$ cat config.mk
export PLATFORM = sky130hd
export DESIGN_NAME = block_padding_pad_strip
export DESIGN_NICKNAME = d
export VERILOG_FILES = /design/src/bpad_pkg.sv /design/src/block_padding_pad_strip.sv /design/src/bpad_front.sv /design/src/bpad_queue.sv /design/src/bpad_back.sv
export SDC_FILE = /design/constraint.sdc
export NUM_CORES = 1
export LEC_CHECK = 0
export ABC_AREA = 1
export BUFFER_PORTS_ARGS = -buffer_cell sky130_fd_sc_hd__buf_2
export CORE_ASPECT_RATIO = 1.4
export CORE_MARGIN = 5
export CORE_UTILIZATION = 40
export DETAILED_ROUTE_END_ITERATION = 10
export GPL_TIMING_DRIVEN = 0
export SETUP_SLACK_MARGIN = 0.05
export SLEW_MARGIN = 40
export SYNTH_ARGS = -nofsm -noshare
export SYNTH_HDL_FRONTEND = slang
export SYNTH_SLANG_ARGS = --single-unit
$ cat constraint.sdc
create_clock -name clk_i -period 3.17 [get_ports clk_i]
set_input_delay 0.4755 -clock clk_i [delete_from_list [all_inputs] [get_ports clk_i]]
set_output_delay 0.4755 -clock clk_i [all_outputs]
set_load 0.005 [all_outputs]
$ cat src/bpad_pkg.sv
// shared types and constants of the block padding unit
package bpad_pkg;

  // width of a byte position inside a block
  localparam int unsigned POS_W = 6;

  // lfsr feedback taps for random fill
  localparam logic [15:0] LFSR_TAPS = 16'hB400;

  // direction codes
  localparam logic DIR_PAD   = 1'b0;
  localparam logic DIR_STRIP = 1'b1;

  typedef enum logic [1:0] {
    SCH_ZERO  = 2'd0,
    SCH_ANSI  = 2'd1,
    SCH_PKCS7 = 2'd2,
    SCH_ISO   = 2'd3
  } scheme_e;

  typedef enum logic [1:0] {
    REG_DIRECTION   = 2'd0,
    REG_PAD_SCHEME  = 2'd1,
    REG_BLOCK_BYTES = 2'd2,
    REG_FILL_SEED   = 2'd3
  } reg_idx_e;

  typedef struct packed {
    logic [7:0] data_byte;
    logic       last_byte;
  } in_item_t;

  typedef struct packed {
    logic [7:0] out_byte;
    logic       out_last;
    logic       is_fill;
    logic [7:0] trim_count;
  } out_item_t;

  // configuration seen by the front end
  typedef struct packed {
    logic       direction;
    scheme_e    pad_scheme;
    logic [6:0] block_bytes;
  } cfg_t;

  // classified item handed from front to back
  typedef struct packed {
    logic [7:0]       data_byte;
    logic             out_last;
    logic [7:0]       trim_count;
    logic [POS_W-1:0] fill_cnt;
    scheme_e          pad_scheme;
  } cmd_t;

endpackage

$ cat src/block_padding_pad_strip.sv
// top level of the byte-serial block padding and strip unit
//
//   channel   signals                              carries
//   in        in_valid_i / in_ready_o / in_item_i   message byte, last flag
//   out       out_valid_o / out_ready_i / out_item_o byte, last, fill flag, trim
//   cfg       cfg_we_i / cfg_idx_i / cfg_wdata_i     register writes, no wait
//
// a byte without fill is a single result; a padded final byte holds the back end
// for P fill bytes more (up to block size - 1), one result per cycle while not stalled.
// two-entry queue between front and back; the front takes a byte per cycle
// while the queue has room. each byte passes the queue, then the output register.
// reset clears message state, queue and output valid; lfsr reloads on seed write.
module block_padding_pad_strip #(
  parameter int unsigned MAX_BLOCK_BYTES = 64
) (
  input  logic                clk_i,
  input  logic                rst_ni,
  input  logic                in_valid_i,
  output logic                in_ready_o,
  input  bpad_pkg::in_item_t  in_item_i,
  output logic                out_valid_o,
  input  logic                out_ready_i,
  output bpad_pkg::out_item_t out_item_o,
  input  logic                cfg_we_i,
  input  logic [1:0]          cfg_idx_i,
  input  logic [15:0]         cfg_wdata_i
);

  logic                direction_q;
  bpad_pkg::scheme_e   scheme_q;
  logic [6:0]          bbytes_q;
  logic                seed_we;
  bpad_pkg::cfg_t      cfg;
  logic                push;
  logic                pop;
  logic                q_full;
  logic                q_empty;
  bpad_pkg::cmd_t      push_cmd;
  bpad_pkg::cmd_t      head_cmd;

  assign seed_we = cfg_we_i && bpad_pkg::reg_idx_e'(cfg_idx_i) == bpad_pkg::REG_FILL_SEED;

  assign cfg.direction   = direction_q;
  assign cfg.pad_scheme  = scheme_q;
  assign cfg.block_bytes = bbytes_q;

  // configuration registers
  always_ff @(posedge clk_i or negedge rst_ni) begin
    if (!rst_ni) begin
      direction_q <= bpad_pkg::DIR_PAD;
      scheme_q    <= bpad_pkg::SCH_PKCS7;
      bbytes_q    <= 7'd16;
    end else if (cfg_we_i) begin
      case (bpad_pkg::reg_idx_e'(cfg_idx_i))
        bpad_pkg::REG_DIRECTION:   direction_q <= cfg_wdata_i[0];
        bpad_pkg::REG_PAD_SCHEME:  scheme_q    <= bpad_pkg::scheme_e'(cfg_wdata_i[1:0]);
        bpad_pkg::REG_BLOCK_BYTES: bbytes_q    <= cfg_wdata_i[6:0];
        default: ;
      endcase
    end
  end

  bpad_front #(
    .MAX_BLOCK_BYTES(MAX_BLOCK_BYTES)
  ) u_front (
    .clk_i      (clk_i),
    .rst_ni     (rst_ni),
    .cfg_i      (cfg),
    .in_valid_i (in_valid_i),
    .in_ready_o (in_ready_o),
    .in_item_i  (in_item_i),
    .q_full_i   (q_full),
    .push_o     (push),
    .cmd_o      (push_cmd)
  );

  bpad_queue u_queue (
    .clk_i      (clk_i),
    .rst_ni     (rst_ni),
    .push_i     (push),
    .push_cmd_i (push_cmd),
    .pop_i      (pop),
    .head_o     (head_cmd),
    .full_o     (q_full),
    .empty_o    (q_empty)
  );

  bpad_back u_back (
    .clk_i       (clk_i),
    .rst_ni      (rst_ni),
    .seed_we_i   (seed_we),
    .seed_i      (cfg_wdata_i),
    .cmd_i       (head_cmd),
    .cmd_valid_i (!q_empty),
    .pop_o       (pop),
    .out_valid_o (out_valid_o),
    .out_ready_i (out_ready_i),
    .out_item_o  (out_item_o)
  );

endmodule

$ cat src/bpad_front.sv
// front end: message tracking, strip check and fill length per item
module bpad_front #(
  parameter int unsigned MAX_BLOCK_BYTES = 64
) (
  input  logic                clk_i,
  input  logic                rst_ni,
  input  bpad_pkg::cfg_t      cfg_i,
  input  logic                in_valid_i,
  output logic                in_ready_o,
  input  bpad_pkg::in_item_t  in_item_i,
  input  logic                q_full_i,
  output logic                push_o,
  output bpad_pkg::cmd_t      cmd_o
);

  localparam int unsigned PW = bpad_pkg::POS_W;
  localparam logic [6:0] MaxB = 7'(MAX_BLOCK_BYTES);

  logic [PW-1:0] pos_q, pos_d;
  logic [7:0]    seen_q, seen_d;
  logic [7:0]    prev_q, prev_d;
  logic [7:0]    eq_q, eq_d;
  logic [7:0]    zero_q, zero_d;

  logic [6:0] bsize;
  logic [6:0] next_pos;
  logic [6:0] fill_len;
  logic [7:0] d;
  logic       last;
  logic       pad;
  logic [7:0] trim;

  function automatic logic [7:0] sat_inc(input logic [7:0] v);
    sat_inc = (v == 8'hFF) ? 8'hFF : v + 8'd1;
  endfunction

  assign in_ready_o = !q_full_i;
  assign push_o     = in_valid_i && !q_full_i;
  assign d          = in_item_i.data_byte;
  assign last       = in_item_i.last_byte;

  // block size clamp and next position
  always_comb begin
    if (cfg_i.block_bytes == 7'd0) begin
      bsize = 7'd1;
    end else if (cfg_i.block_bytes > MaxB) begin
      bsize = MaxB;
    end else begin
      bsize = cfg_i.block_bytes;
    end
    next_pos = 7'(pos_q) + 7'd1;
    if (next_pos >= bsize) begin
      next_pos = 7'd0;
    end
    fill_len = bsize - next_pos;
  end

  // running counts
  always_comb begin
    seen_d = sat_inc(seen_q);
    eq_d   = (seen_q != 8'd0 && d == prev_q) ? sat_inc(eq_q) : 8'd1;
    zero_d = (d == 8'd0) ? sat_inc(zero_q) : 8'd0;
    prev_d = d;
    pos_d  = next_pos[PW-1:0];
  end

  // strip check on the final byte
  always_comb begin
    trim = 8'd0;
    if (cfg_i.direction == bpad_pkg::DIR_STRIP && last && d != 8'd0 && d <= seen_d) begin
      case (cfg_i.pad_scheme)
        bpad_pkg::SCH_ANSI:  trim = (zero_q >= d - 8'd1) ? d : 8'd0;
        bpad_pkg::SCH_PKCS7: trim = (eq_d >= d) ? d : 8'd0;
        bpad_pkg::SCH_ISO:   trim = d;
        default:             trim = 8'd0;
      endcase
    end
  end

  // command for the back end
  always_comb begin
    pad                = cfg_i.direction == bpad_pkg::DIR_PAD && last && next_pos != 7'd0;
    cmd_o.data_byte    = d;
    cmd_o.out_last     = last && !pad;
    cmd_o.trim_count   = trim;
    cmd_o.fill_cnt     = pad ? fill_len[PW-1:0] : '0;
    cmd_o.pad_scheme   = cfg_i.pad_scheme;
  end

  // message state, cleared after each final byte
  always_ff @(posedge clk_i or negedge rst_ni) begin
    if (!rst_ni) begin
      pos_q  <= '0;
      seen_q <= '0;
      prev_q <= '0;
      eq_q   <= '0;
      zero_q <= '0;
    end else if (push_o) begin
      if (last) begin
        pos_q  <= '0;
        seen_q <= '0;
        prev_q <= '0;
        eq_q   <= '0;
        zero_q <= '0;
      end else begin
        pos_q  <= pos_d;
        seen_q <= seen_d;
        prev_q <= prev_d;
        eq_q   <= eq_d;
        zero_q <= zero_d;
      end
    end
  end

endmodule

$ cat src/bpad_queue.sv
// two-entry command queue between front and back
module bpad_queue (
  input  logic           clk_i,
  input  logic           rst_ni,
  input  logic           push_i,
  input  bpad_pkg::cmd_t push_cmd_i,
  input  logic           pop_i,
  output bpad_pkg::cmd_t head_o,
  output logic           full_o,
  output logic           empty_o
);

  bpad_pkg::cmd_t mem_q [2];
  logic       wr_ptr_q, rd_ptr_q;
  logic [1:0] cnt_q;

  assign full_o  = cnt_q == 2'd2;
  assign empty_o = cnt_q == 2'd0;
  assign head_o  = mem_q[rd_ptr_q];

  // entry storage
  always_ff @(posedge clk_i) begin
    if (push_i) begin
      mem_q[wr_ptr_q] <= push_cmd_i;
    end
  end

  // pointers and fill level
  always_ff @(posedge clk_i or negedge rst_ni) begin
    if (!rst_ni) begin
      wr_ptr_q <= 1'b0;
      rd_ptr_q <= 1'b0;
      cnt_q    <= 2'd0;
    end else begin
      if (push_i) begin
        wr_ptr_q <= !wr_ptr_q;
      end
      if (pop_i) begin
        rd_ptr_q <= !rd_ptr_q;
      end
      if (push_i && !pop_i) begin
        cnt_q <= cnt_q + 2'd1;
      end else if (pop_i && !push_i) begin
        cnt_q <= cnt_q - 2'd1;
      end
    end
  end

endmodule

$ cat src/bpad_back.sv
// back end: emits the item and its fill bytes into the output register
module bpad_back (
  input  logic                clk_i,
  input  logic                rst_ni,
  input  logic                seed_we_i,
  input  logic [15:0]         seed_i,
  input  bpad_pkg::cmd_t      cmd_i,
  input  logic                cmd_valid_i,
  output logic                pop_o,
  output logic                out_valid_o,
  input  logic                out_ready_i,
  output bpad_pkg::out_item_t out_item_o
);

  localparam int unsigned PW = bpad_pkg::POS_W;

  logic [PW-1:0]       step_q;
  logic [15:0]         lfsr_q;
  logic [15:0]         lfsr_next;
  logic                out_valid_q;
  bpad_pkg::out_item_t out_q, out_d;
  logic                fire;
  logic                final_step;
  logic                take_rand;
  logic [7:0]          cnt_byte;

  assign fire        = cmd_valid_i && (!out_valid_q || out_ready_i);
  assign final_step  = step_q == cmd_i.fill_cnt;
  assign pop_o       = fire && final_step;
  assign out_valid_o = out_valid_q;
  assign out_item_o  = out_q;
  assign cnt_byte    = 8'(cmd_i.fill_cnt);
  assign lfsr_next   = {1'b0, lfsr_q[15:1]} ^ (lfsr_q[0] ? bpad_pkg::LFSR_TAPS : 16'h0000);
  assign take_rand   = step_q != '0 && !final_step && cmd_i.pad_scheme == bpad_pkg::SCH_ISO;

  // result for the current step
  always_comb begin
    out_d.trim_count = 8'd0;
    if (step_q == '0) begin
      out_d.out_byte   = cmd_i.data_byte;
      out_d.out_last   = cmd_i.out_last;
      out_d.is_fill    = 1'b0;
      out_d.trim_count = cmd_i.trim_count;
    end else begin
      out_d.out_last = final_step;
      out_d.is_fill  = 1'b1;
      case (cmd_i.pad_scheme)
        bpad_pkg::SCH_ZERO:  out_d.out_byte = 8'd0;
        bpad_pkg::SCH_ANSI:  out_d.out_byte = final_step ? cnt_byte : 8'd0;
        bpad_pkg::SCH_PKCS7: out_d.out_byte = cnt_byte;
        bpad_pkg::SCH_ISO:   out_d.out_byte = final_step ? cnt_byte : lfsr_next[7:0];
        default:             out_d.out_byte = 8'd0;
      endcase
    end
  end

  // output payload register
  always_ff @(posedge clk_i) begin
    if (fire) begin
      out_q <= out_d;
    end
  end

  // step counter, output valid and random fill generator
  always_ff @(posedge clk_i or negedge rst_ni) begin
    if (!rst_ni) begin
      step_q      <= '0;
      out_valid_q <= 1'b0;
      lfsr_q      <= 16'h0001;
    end else begin
      if (fire) begin
        out_valid_q <= 1'b1;
        step_q      <= final_step ? '0 : step_q + PW'(1);
      end else if (out_ready_i) begin
        out_valid_q <= 1'b0;
      end
      if (seed_we_i) begin
        lfsr_q <= (seed_i == 16'h0000) ? 16'h0001 : seed_i;
      end else if (fire && take_rand) begin
        lfsr_q <= lfsr_next;
      end
    end
  end

endmodule

Word-level counts from Yosys, hierarchy flattened. Memories as Yosys holds them, arrays and structs flattened. Cells that the tools add are included.

Bitwise operators: 2. Muxes and demuxes: 33. $add $sub $neg: 9. Reductions and logical operators: 43. Magnitude comparators: 5. Equal/unequal tests: 15.

Operators with widths (count): 8-bit two-way mux (13); 16-bit two-way mux (4); 8-bit one-hot mux with 4 select lines (1); 8-bit by 1-bit adder with 8-bit output (second input constant) (3); 8-bit == test (second input constant) (3); 6-bit two-way mux (4); 8-bit one-hot mux with 3 select lines (1); 7-bit two-way mux (3); 8-bit >= comparator (2); 1-bit logical AND (16); 16-bit zero test (1); 8-bit nonzero test (2); 15-bit by 16-bit bitwise XOR with 16-bit output (1); 2-bit == test (second input constant) (7); 10-bit two-way mux (1); 1-bit zero test (9); 8-bit == test (1); 8-bit less-or-equal comparator (1); 8-bit zero test (1); 8-bit by 1-bit subtractor with 8-bit output (second input constant) (1); 6-bit by 1-bit adder with 7-bit output (second input constant) (1); 7-bit >= comparator (1); 7-bit > comparator (second input constant) (1); 7-bit zero test (1); other kinds (16) (28).

Memories: 1. Bits in writable memories: 50. Bits in registers: 93.

Memories: u_queue.mem_q (words 2, width 25, read ports 1, clocked after memory_dff 0, write ports 1, RTL line bpad_queue.sv:13) `bpad_pkg::cmd_t mem_q [2];`.

Logic depth before layout (Yosys ltp). Gate-level depths: netlist of the first run.

Depth after elaboration: 9. Gate-level depth with buffers: 21. Mapped depth without buffers: 21.

By module. Synthesis of the first run repeated with hierarchy kept, for this count alone.

Cell total of the unflattened synthesis: 1002. Area, all modules: 8583.2 um^2.

Modules (own cells, without submodules): bpad_front (cells an instance 542, sequential area each 950.9 um^2, area an instance 3686.0 um^2, times used 1); bpad_back (cells an instance 306, sequential area each 1117.3 um^2, area an instance 2339.7 um^2, times used 1); bpad_queue (cells an instance 103, sequential area each 1601.5 um^2, area an instance 2112.0 um^2, times used 1); block_padding_pad_strip (cells an instance 51, sequential area each 252.7 um^2, area an instance 445.4 um^2, times used 1).

Least setup slack after synthesis of the first run. No wires, ideal clock.

Path kind: register to register. From: reg u_front.pos_q[2]. To: mem u_queue.mem_q[0][7] in the netlist's numbering, data pin. Arrival time: 2.847 ns. Stages on the path, launching flop included: 19. Required time: 2.909 ns. Path buffers: 0. Slack: 0.062 ns. Cells stage by stage: dfrtp_1 -> nand3_1 -> nor3_1 -> xor2_1 -> inv_1 -> ha_1 -> nand3_1 -> inv_1 -> nand3_1 -> nand2_1 -> nor2_1 -> nand2_1 -> ha_1 -> a21o_1 -> nand2_1 -> nand3_1 -> xnor2_1 -> xnor2_1 -> nor2_1.

RTL lines: start: declaration (RTL line bpad_front.sv:19) `logic [PW-1:0] pos_q, pos_d;`; start signal: assignment (RTL line bpad_front.sv:106) `pos_q <= pos_d;`; end: declaration (RTL line bpad_queue.sv:13).

==> reports/qor.yml, run 1 <==
yosys-top-cells-area: "edfxtp_1 (25%), dfrtp_1 (22%), nand2_1 (14%)"
fin_util: 0.4906
drt_iter0_markers: 455
final_area_um2: 10010
cts.htree.levels: 4
drive_gt1_frac: 0.1777
syn-num-nets: 1082
yosys.area.top_type_share: 0.2477
synthAdderAreaFrac: 0.07072
synthCells: 1004
min_path_type: "in -> reg"
worst_pin_slew_ns: 0.8245
cp-end-kind: "register"
clock-sinks: 143
areaGrowthSynthToFinish_pct: 21.41
yosys_register_bits: 143
post-route-period-util: 0.9868
drcViolationCount: 0
synth-edff-count: 68
cp.required_ns: 3.34
clockRootBuffer: "clkbuf_16"
yosys.area.top_type: "edfxtp_1"
async_flop_share: 0.5245
hpwlAfterDp_um: 14950
ys_seq_area_frac: 0.4758
max_freq_mhz: 319.7
die_width_um: 131.3
start_util: 0.4041
cp-start-kind: "register"
die_y_um: 179.9
grt_setup_unrepaired: "yes"
antenna_left: 0
grt_overflow_total: 0
slew_viol_final: 0
outcome: "finished clean"
grt_antenna_before_repair: 0
vias: 6934
fillers: 1941
grt_max_degree: 40
yosys.area_share.simple: 0.2633
fin_skew_ns: 0.01128
crit_type: "reg -> reg"
track_usage: 0.1761
synth_area_per_cell_um2: 8.211
grt_pass1_vias: 7032
synth.distinct_cells: 40
worstPathArrival_ns: 3.29
grt_first_pass_wirelength_um: 34280
diodes: 0
crit_fanout: 5
drt_first_pass_iters: 5
cts_tree: "done"
clkLatencyLatePin_ns: 0.43
via_per_inst: 5.061
multi_input_area_um2: 4025
slew_headroom: 0.4503
yosys_most_used_dff: "dfrtp_1"
min_period_ns: 3.128
maxCapViolations: 0
yosysMostFrequentCell: "nand2_1"
rows: 62
port_buffers: 51
synth_compound_area_frac: 0.08423
post_dp_cell_area_um2: 8891
leakage_nw: 4.763
synth_area_um2: 8244
regArea_um2: 3925
ir_drop_mv: 0.4343
io_pins: 52
core_um2: 20400
fin_nets: 1179
setup_viol: 0
wl_per_cell_um: 15.07
synth_mux_area_frac: 0.001214
cts_buffers: 17
die_area_um2: 23620
clkSlewWorstSetupHoldPaths_ns: 0.07
yosys_warnings: 0
synth_top_family_by_area: "simple AND/OR/NAND/NOR gates"
power_density_nw_per_um2: 804.4
gp_congestion: 0.8793
cts_buffer_depth: 2
synth_xor_area_frac: 0.02975
yosys-top-cells-count: "nand2_1 (298), inv_1 (123), nand3_1 (93), dfrtp_1 (72), edfxtp_1 (68)"
hold_viol: 0
drt_wl_total_um: 20640
-- per-stage QoR --
step	std cells	setup slack, ns	TNS (ns)	hold slack (ns)	power [W]
after floorplan	1004	0.06193	0	0.1799	0.004662
after global placement	1311	-0.3869	-10.71	0.4774	0.005413
after detailed placement	1314	-0.4264	-6.961	0.4078	0.005497
after CTS	1364	0.0008129	0	0.2906	0.007874
after global routing	1370	-0.1176	-0.4936	0.2880	0.008632
final	1370	0.04170	0	0.3034	0.008051
-- what timing repair did --
item | in CTS | in global routing
gates resized for setup | 28 | 39
setup buffers | 17 | 6
hold endpoints to repair | 33 | 0
endpoints found under the setup margin | 26 | 27
pin swaps | 18 | 21
hold buffers | 1 | 0
-- sequential cells by signal, summed over array words and instances, names as in the netlist --
name,count
direction_q,1
u_back.lfsr_q,16
scheme_q,2
u_back.out_valid_o,1
u_queue.rd_ptr_q,1
bbytes_q,7
u_front.prev_q,8
u_queue.cnt_q,2
u_front.eq_q,8
u_back.out_item_o,18
u_front.seen_q,8
u_front.pos_q,6
u_queue.wr_ptr_q,1
u_back.step_q,6
u_front.zero_q,8
u_queue.mem_q,50
-- layout by cell type, fill, tap and decap left out, types with 7 or more instances in the layout --
| cell type | Yosys | final |
|---|---|---|
| edfxtp_1 | 68 | 68 |
| xnor2_1 | 11 | 8 |
| ha_4 | 0 | 9 |
| ha_1 | 45 | 36 |
| o21ai_0 | 62 | 61 |
| clkbuf_1 | 16 | 16 |
| inv_1 | 123 | 117 |
| nor2_2 | 0 | 8 |
| clkbuf_16 | 0 | 17 |
| nand4_1 | 16 | 16 |
| nor2_4 | 1 | 7 |
| nand3_1 | 93 | 88 |
| a21oi_1 | 34 | 31 |
| o22ai_1 | 21 | 20 |
| dfrtp_1 | 72 | 70 |
| buf_2 | 2 | 52 |
| nor3_1 | 13 | 10 |
| nand3_2 | 4 | 8 |
| nand2_1 | 298 | 289 |
| nor2_1 | 65 | 51 |
| xor2_1 | 17 | 17 |
| inv_2 | 3 | 9 |
| nand2_2 | 2 | 10 |
| buf_4 | 2 | 24 |
-- power breakdown --
part           internal [W]  total, W  switching [W]
sequential          0.00256   0.00288       0.000315
clock               0.00120   0.00209       0.000888
combinational       0.00124   0.00308        0.00184
total               0.00501   0.00805        0.00304
-- layer usage --
layer  GRT usage  wire length [um]  share of wire
met5           0                 0              0
met4     0.08069               843          0.041
met3     0.03579               621          0.030
met2      0.3165             10830           0.52
met1      0.1992              8349           0.40
-- area by class of cell --
type,count,share of cell area
clock inverters,15,0.01887
repair buffers,78,0.05062
multi-input cells,708,0.4021
plain buffers,26,0.01413
well taps,256,0.03200
flip-flops and latches,143,0.3921
clock buffers,17,0.04250
inverters,127,0.04762
-- critical path, cell delays in order (launching register included) --
cell and delay, ns:
dfrtp_1 0.40, nor2_1 0.10, nand4_1 0.11, nand2_1 0.13, inv_1 0.09, nor2_4 0.13, inv_1 0.07, ha_1 0.19
a21oi_2 0.15, o21a_1 0.14, nand2_2 0.06, nor2_4 0.12, buf_12 0.13, nand2_2 0.07, ha_4 0.26, nand2_1 0.06
inv_1 0.05, nand4_1 0.08, nand3_2 0.09, xnor2_2 0.22, xnor2_2 0.15, nor2_2 0.07
-- cell families (layout without fill, tap and decap cells) --
| logic type | after synthesis | after routing |
|---|---|---|
| simple gates | 505 | 505 |
| buf+inv | 153 | 263 |
| flops | 143 | 143 |
| compound gates | 128 | 128 |
| fa+ha+maj | 46 | 46 |
| xor+xnor | 28 | 28 |
| mux | 1 | 1 |
-- path summary, 6_finish.rpt --
| kind | from | depth (start not counted) | end | slack (ns) |
|---|---|---|---|---|
| worst min register to register | bbytes_q[2]$_DFFE_PN0P_ | 2 | bbytes_q[2]$_DFFE_PN0P_ | 0.50 |
| min in group asynchronous | rst_ni | 2 | u_back.lfsr_q[3]$_DFFE_PN0P_ | 0.51 |
| worst max-delay path | bbytes_q[5]$_DFFE_PN0P_ | 21 | u_queue.mem_q[0][7]$_DFFE_PP_ | 0.04 |
| worst min-delay path | out_ready_i | 4 | u_back.out_valid_o$_DFFE_PN0P_ | 0.30 |
| worst max register to register | bbytes_q[5]$_DFFE_PN0P_ | 21 | u_queue.mem_q[0][7]$_DFFE_PP_ | 0.04 |
| max in group asynchronous | rst_ni | 3 | u_front.pos_q[2]$_DFFE_PN0P_ | 2.13 |
Note: power is estimated with default switching activity, not from simulation.
==> run 2: changes to the inputs <==
Settings changed: CELL_PAD_IN_SITES_DETAIL_PLACEMENT from default to 1, CELL_PAD_IN_SITES_GLOBAL_PLACEMENT from default to 1, HOLD_SLACK_MARGIN from default to 0.08, PLACE_DENSITY_LB_ADDON from default to 0.1, REMOVE_ABC_BUFFERS from default to 1.
==> run 2 against run 1 <==
Against the previous run: the flow now finishes with violations (negative setup slack); final cell count shrank 1.2%; count of clock-buffer cells in the layout is the same; power shrank 1.0%; clock power shrank 4%; setup slack lost 0.11 ns; non-clock buffer count shrank 16; worst hold slack is essentially flat; largest cell class unchanged.
==> reports/qor.yml, run 2 (same netlist as run 1, synthesis figures left out) <==
outcome: "finished with violations"
violations: "negative setup slack"
grt_overflow_total: 0  # unchanged
cts.htree.levels: 4  # unchanged
cts_buffer_depth: 2  # unchanged
track_usage: 0.1982  # +0.02216
layout_commonest_cell: "nand2_1"
setup_viol: 8  # +8
grt_first_pass_wirelength_um: 38210  # +11%
vias: 7054  # +1.7%
die_y_um: 179.9  # unchanged
cp-start-kind: "register"
combPwrFrac: 0.380  # -0.003
core_um2: 20400  # unchanged
total_power_w: 0.007968  # -1.0%
grt_antenna_before_repair: 0  # unchanged
power_switching_share: 0.3833  # +0.005177
leakage_nw: 4.721  # -0.88%
sequentialPowerShare: 0.368  # +0.011
worstPathArrival_ns: 3.40  # +0.11 ns
diodes: 0  # unchanged
port_buffers: 51  # unchanged
drt_first_pass_iters: 4  # -1
crit_fanout: 6  # +1
post-route-period-util: 1.021  # +0.03410
clkSlewWorstSetupHoldPaths_ns: 0.06  # about the same
cp.required_ns: 3.34  # about the same
crit_type: "reg -> reg"
clock-sinks: 143  # unchanged
slew_viol_final: 0  # unchanged
setup_slack_ns: -0.06639  # -0.1081 ns
drcViolationCount: 0  # unchanged
fin_skew_ns: 0.009580  # -0.001698 ns
worst_pin_slew_ns: 0.6773  # -0.1472 ns
cts_tree: "done"
slew_headroom: 0.5454  # +0.09512
switching_power_w: 0.003054  # +0.32%
min_period_ns: 3.236  # +0.1081 ns
rows: 62  # unchanged
whs_ns: 0.3031  # -0.0002420 ns
ir_drop_mv: 0.5242  # +21%
die_width_um: 131.3  # unchanged
cts_buffers: 17  # unchanged
grt_setup_unrepaired: "yes"
power_density_nw_per_um2: 801.5  # -0.35%
maxCapViolations: 0  # unchanged
final_area_um2: 9941  # -0.69%
reg2regPathDepth: 21  # unchanged
drt_wl_total_um: 22880  # +11%
hold-path-cell-count: 4  # unchanged
instances_no_fill: 1354  # -1.2%
rrSetupSlack_ns: -0.07  # -0.11 ns
post_dp_cell_area_um2: 8773  # -1.3%
min_path_type: "in -> reg"
hold_start: "out_ready_i"
io_pins: 52  # unchanged
top_register: "u_queue.mem_q"
hpwlAfterDp_um: 16140  # +7.9%
p_clk_frac: 0.252  # -0.008
grt_pass1_vias: 7606  # +8.2%
largest_register_ffs: 50  # unchanged
clkLatencyLatePin_ns: 0.43  # about the same
antenna_left: 0  # unchanged
gp_congestion: 0.7955  # -9.5%
fin_util: 0.4872  # -0.003373
hold_viol: 0  # unchanged
grt_max_degree: 54  # +35%
drive_gt1_frac: 0.1867  # +0.008965
via_per_inst: 5.210  # +2.9%
clockRootBuffer: "clkbuf_16"
place_inst: 1288  # -2.0%
max_freq_mhz: 309.0  # -3.3%
start_util: 0.4041  # unchanged
layout_common_cells: "nand2_1 (288), inv_1 (115), nand3_1 (87)"
drt_iter0_markers: 297  # -35%
die_area_um2: 23620  # unchanged
min_to: "u_back.out_valid_o$_DFFE_PN0P_"
fin_nets: 1163  # -1.4%
wl_per_cell_um: 16.89  # +12%
reg2reg_from: "u_front.pos_q[0]$_DFFE_PN0P_"
areaGrowthSynthToFinish_pct: 20.58
internal-power_w: 0.004914  # -1.9%
timing.rr.end: "u_queue.mem_q[1][4]$_DFFE_PP_"
cp-end-kind: "register"
[run 2: what timing repair did]
item                       4_1_cts  5_1_grt
hold endpoints to repair        20        0
pin swaps                       26       28
setup endpoints to repair       27       28
gates resized for setup         49       26
hold buffers                     1        0
buffers inserted                16       17
[run 2: stage by stage]
stage	setup slack [ns]	setup TNS, ns
2_1_floorplan	0.06193	0
3_3_place_gp	-0.4951	-32.25
3_5_place_dp	-0.5123	-9.360
4_1_cts	-0.04566	-0.1569
5_1_grt	-0.2313	-1.774
6_report	-0.06639	-0.3361
[run 2: final cells by class]
class	count	area, um^2
Multi-Input combinational cell	708	4040
Fill cell	2414	10460
Timing Repair Buffer	88	584.3
Sequential cell	143	3928
Clock inverter	15	161.4
Tap cell	256	320.3
Inverter	127	481.7
Clock buffer	17	425.4
[run 2: power by group through the flow]
stage / registers, W / clock network, W / logic [W]
6_report: 0.00293 / 0.00201 / 0.00303
5_1_grt: 0.00300 / 0.00213 / 0.00344
4_1_cts: 0.00293 / 0.00205 / 0.00288
3_5_place_dp: 0.00296 / 0 / 0.00254
3_3_place_gp: 0.00294 / 0 / 0.00244
2_1_floorplan: 0.00286 / 0 / 0.00172
[run 2: worst max path at each step]
stage	startpoint	to	slack, ns	cells after the start
6_report	u_front.pos_q[0]$_DFFE_PN0P_	u_queue.mem_q[1][4]$_DFFE_PP_	-0.07	21
5_1_grt	u_front.pos_q[0]$_DFFE_PN0P_	u_queue.mem_q[0][4]$_DFFE_PP_	-0.23	21
4_1_cts	u_front.pos_q[1]$_DFFE_PN0P_	u_queue.mem_q[1][7]$_DFFE_PP_	-0.05	19
3_5_place_dp	u_front.pos_q[0]$_DFFE_PN0P_	u_queue.mem_q[1][7]$_DFFE_PP_	-0.51	18
3_3_place_gp	u_queue.rd_ptr_q$_DFFE_PN0P_	u_queue.cnt_q[1]$_DFFE_PN0P_	-0.50	13
2_1_floorplan	u_front.pos_q[2]$_DFFE_PN0P_	u_queue.mem_q[0][7]$_DFFE_PP_	0.06	18
[run 2: critical path, cell delays in order, from the launching register on]
cell	delay, ns
dfrtp_1	0.43
nand3_2	0.11
nor3_2	0.14
xor2_1	0.26
inv_2	0.10
ha_4	0.17
nand2_2	0.06
inv_2	0.03
nor2_2	0.07
o21a_1	0.13
nand2_2	0.06
nor2_4	0.20
buf_6	0.15
nand2_4	0.05
inv_2	0.06
ha_4	0.13
inv_4	0.04
fa_2	0.35
buf_4	0.15
buf_6	0.11
xnor2_2	0.11
nor2_1	0.07
[run 2: per-layer routing]
metal  routed length (um)  vias up  track usage
met2                12470       73       0.3745
met4                  460        0      0.06258
li1                     -     3480            -
met5                    0        -            0
met1                 9524     3467       0.2281
met3                  417       34      0.02852
==> run 3: changes to the inputs <==
--- a/config.mk
+++ b/config.mk
@@ -17,3 +17,3 @@
 export HOLD_SLACK_MARGIN = 0.08
-export PLACE_DENSITY_LB_ADDON = 0.1
+export PLACE_DENSITY = 0.74
 export REMOVE_ABC_BUFFERS = 1
--- a/constraint.sdc
+++ b/constraint.sdc
@@ -3,2 +3,2 @@
 set_output_delay 0.4755 -clock clk_i [all_outputs]
-set_load 0.005 [all_outputs]
+set_load 0.05 [all_outputs]
==> run 3 against run 2 <==
Against the previous run: the flow still finishes with violations (negative setup slack); first-iteration DRC count is 2.4% lower; via count hardly changed; clock power is 5% higher; register-to-register slack worse by 0.08 ns; critical path depth is 2 lower; final cell count is 1.0% lower; highest routed layer unchanged; sequential power hardly changed; wire length is 0.65% higher; combinational power is 13% higher.
==> reports/qor.yml, run 3 (same netlist as run 1, synthesis figures left out) <==
max_freq_mhz: 301.2  # -2.5%
crit_type: "reg -> reg"
dp_slack_ns: -0.5243  # -0.01206 ns
cp-start-kind: "register"
areaGrowthSynthToFinish_pct: 20.25
tns_ns: -0.7261  # -0.3900 ns
post-route-period-util: 1.047  # +0.02635
internal-power_w: 0.004929  # +0.30%
grt_antenna_before_repair: 0  # unchanged
outcome: "finished with violations"
core_um2: 20400  # unchanged
slew_headroom: 0.6124  # +0.06699
grt_util_met2: 0.3723  # -0.002238
regArea_um2: 3929  # about the same
whs_ns: 0.3403  # +0.03714 ns
top_register: "u_queue.mem_q"
sequentialPowerShare: 0.348  # -0.020
track_usage: 0.1941  # -0.004128
io_pins: 52  # unchanged
start_util: 0.4041  # unchanged
wl_per_cell_um: 17.18  # +1.7%
drt_first_pass_iters: 4  # unchanged
layout_common_cells: "nand2_1 (289), inv_1 (115), nand3_1 (87)"
reg2regPathDepth: 19  # -9.5%
drive_gt1_frac: 0.1762  # -0.01050
p_clk_frac: 0.249  # -0.003
switching_power_w: 0.003551  # +16%
port_buffers: 51  # unchanged
setup_slack_ns: -0.1499  # -0.08354 ns
die_area_um2: 23620  # unchanged
power_density_nw_per_um2: 855.4  # +6.7%
die_width_um: 131.3  # unchanged
final_area_um2: 9913  # -0.28%
leakage_nw: 4.708  # -0.27%
multi_input_area_um2: 4075  # +0.87%
hold-path-cell-count: 5  # +1
antenna_left: 0  # unchanged
rrSetupSlack_ns: -0.15  # -0.08 ns
min_to: "u_back.lfsr_q[9]$_DFFE_PN0P_"
drt_wl_total_um: 23020  # +0.65%
layout_commonest_cell: "nand2_1"
fin_nets: 1149  # -1.2%
combPwrFrac: 0.404  # +0.024
grt_use_met1: 0.2099  # -0.01817
clkSlewWorstSetupHoldPaths_ns: 0.07  # about the same
fin_util: 0.4859  # -0.001349
grt_overflow_total: 0  # unchanged
cp.required_ns: 3.35  # about the same
grt.met3_usage: 0.03440  # +0.005872
crit_fanout: 5  # -1
setup_viol: 8  # unchanged
cts.htree.levels: 4  # unchanged
slew_viol_final: 0  # unchanged
rows: 62  # unchanged
post_dp_cell_area_um2: 8786  # +0.14%
hold_start: "cfg_wdata_i[9]"
worstPathArrival_ns: 3.49  # +0.09 ns
ir_drop_mv: 0.3408  # -35%
drcViolationCount: 0  # unchanged
cp-end-kind: "register"
min_period_ns: 3.320  # +0.08354 ns
drt_iter0_markers: 290  # -2.4%
diodes: 0  # unchanged
fillers: 2446  # +1.3%
worst_pin_slew_ns: 0.5775  # -0.09981 ns
via_per_inst: 5.262  # +1.0%
maxCapViolations: 0  # unchanged
gp_congestion: 0.8222  # +3.4%
timing.rr.end: "u_queue.mem_q[1][7]$_DFFE_PP_"
clkLatencyLatePin_ns: 0.44  # about the same
grt_first_pass_wirelength_um: 37630  # -1.5%
min_path_type: "in -> reg"
reg2reg_from: "u_front.pos_q[0]$_DFFE_PN0P_"
hpwlAfterDp_um: 15920  # -1.4%
violations: "negative setup slack"
cts_buffers: 17  # unchanged
largest_register_ffs: 50  # unchanged
fin_skew_ns: 0.01378  # +0.004199 ns
vias: 7051  # -0.043%
clock-sinks: 143  # unchanged
die_y_um: 179.9  # unchanged
hold_viol: 0  # unchanged
grt_pass1_vias: 7554  # -0.68%
power_switching_share: 0.4187  # +0.03546
grt_max_degree: 55  # +1.9%
cts_tree: "done"
grt_setup_unrepaired: "yes"
busiest_layer: "met2"
cts_buffer_depth: 2  # unchanged
clockRootBuffer: "clkbuf_16"
## run 3: changes by cell type in the layout (fill, tap and decap cells not counted), moves of 2 or more
cell / change
clkinv_4: -3
inv_8: +5
nand2_2: -2
clkinvlp_4: -3
buf_4: -14
o21ai_0: +2
ha_2: -2
## run 3: area by class of cell
class                      instances  share of cell area
tap                              256             0.03231
inverter                         127             0.04859
multi-input combinational        708              0.4111
clock inverter                    15             0.01918
sequential                       143              0.3963
clock buffer                      17             0.04291
timing repair buffer              74             0.04960
## run 3: per-layer routing
metal	part of all wire	up-vias
li1	-	3441
met4	0.029	0
met5	0	-
met2	0.55	84
met3	0.022	38
met1	0.39	3488
## run 3: power by group through the flow
stage	combinational, W	sequential [W]	clock [W]
after floorplan	0.00174	0.00323	0
after global placement	0.00278	0.00295	0
after detailed placement	0.00293	0.00297	0
after CTS	0.00316	0.00294	0.00214
after global routing	0.00379	0.00301	0.00223
final	0.00342	0.00295	0.00211
## run 3: worst max-delay path, cell delays in order (launching register included)
cell and delay (ns):
dfrtp_2 0.44, nand3_4 0.11, nor3_4 0.17, xor2_1 0.24, inv_2 0.10, ha_4 0.16, nand2_2 0.06, inv_2 0.03
nor2_2 0.10, o21a_1 0.14, nand2_2 0.06, nor2_4 0.20, nand2_2 0.13, ha_4 0.29, a21o_1 0.18, nand2_1 0.10
nand3_2 0.09, xnor2_2 0.23, xnor2_2 0.16, nor2_2 0.06
## run 3: worst max-delay path by stage
stage,cells after the start,start,end,slack [ns]
CTS,19,u_front.pos_q[1]$_DFFE_PN0P_,u_queue.mem_q[1][7]$_DFFE_PP_,0.004
detailed placement,18,u_front.pos_q[0]$_DFFE_PN0P_,u_queue.mem_q[0][7]$_DFFE_PP_,-0.52
global placement,18,u_front.pos_q[0]$_DFFE_PN0P_,u_queue.mem_q[0][7]$_DFFE_PP_,-0.46
floorplan,18,u_front.pos_q[2]$_DFFE_PN0P_,u_queue.mem_q[0][7]$_DFFE_PP_,0.06
global route,19,bbytes_q[1]$_DFFE_PN0P_,u_queue.mem_q[1][7]$_DFFE_PP_,-0.37
finish,19,u_front.pos_q[0]$_DFFE_PN0P_,u_queue.mem_q[1][7]$_DFFE_PP_,-0.15
## run 3: through the flow
stage / instances / power (W)
after CTS: 1330 / 0.008242
final: 1340 / 0.008480
after global placement: 1285 / 0.005735
after global routing: 1340 / 0.009028
after floorplan: 978 / 0.004970
after detailed placement: 1288 / 0.005898
## run 3: timing repair
item                                    CTS  global route
setup buffers                             9            10
gates resized for setup                  42            34
pin swaps                                14            23
hold endpoints to repair                 19             0
hold buffers                              1             0
endpoints found under the setup margin   27            27
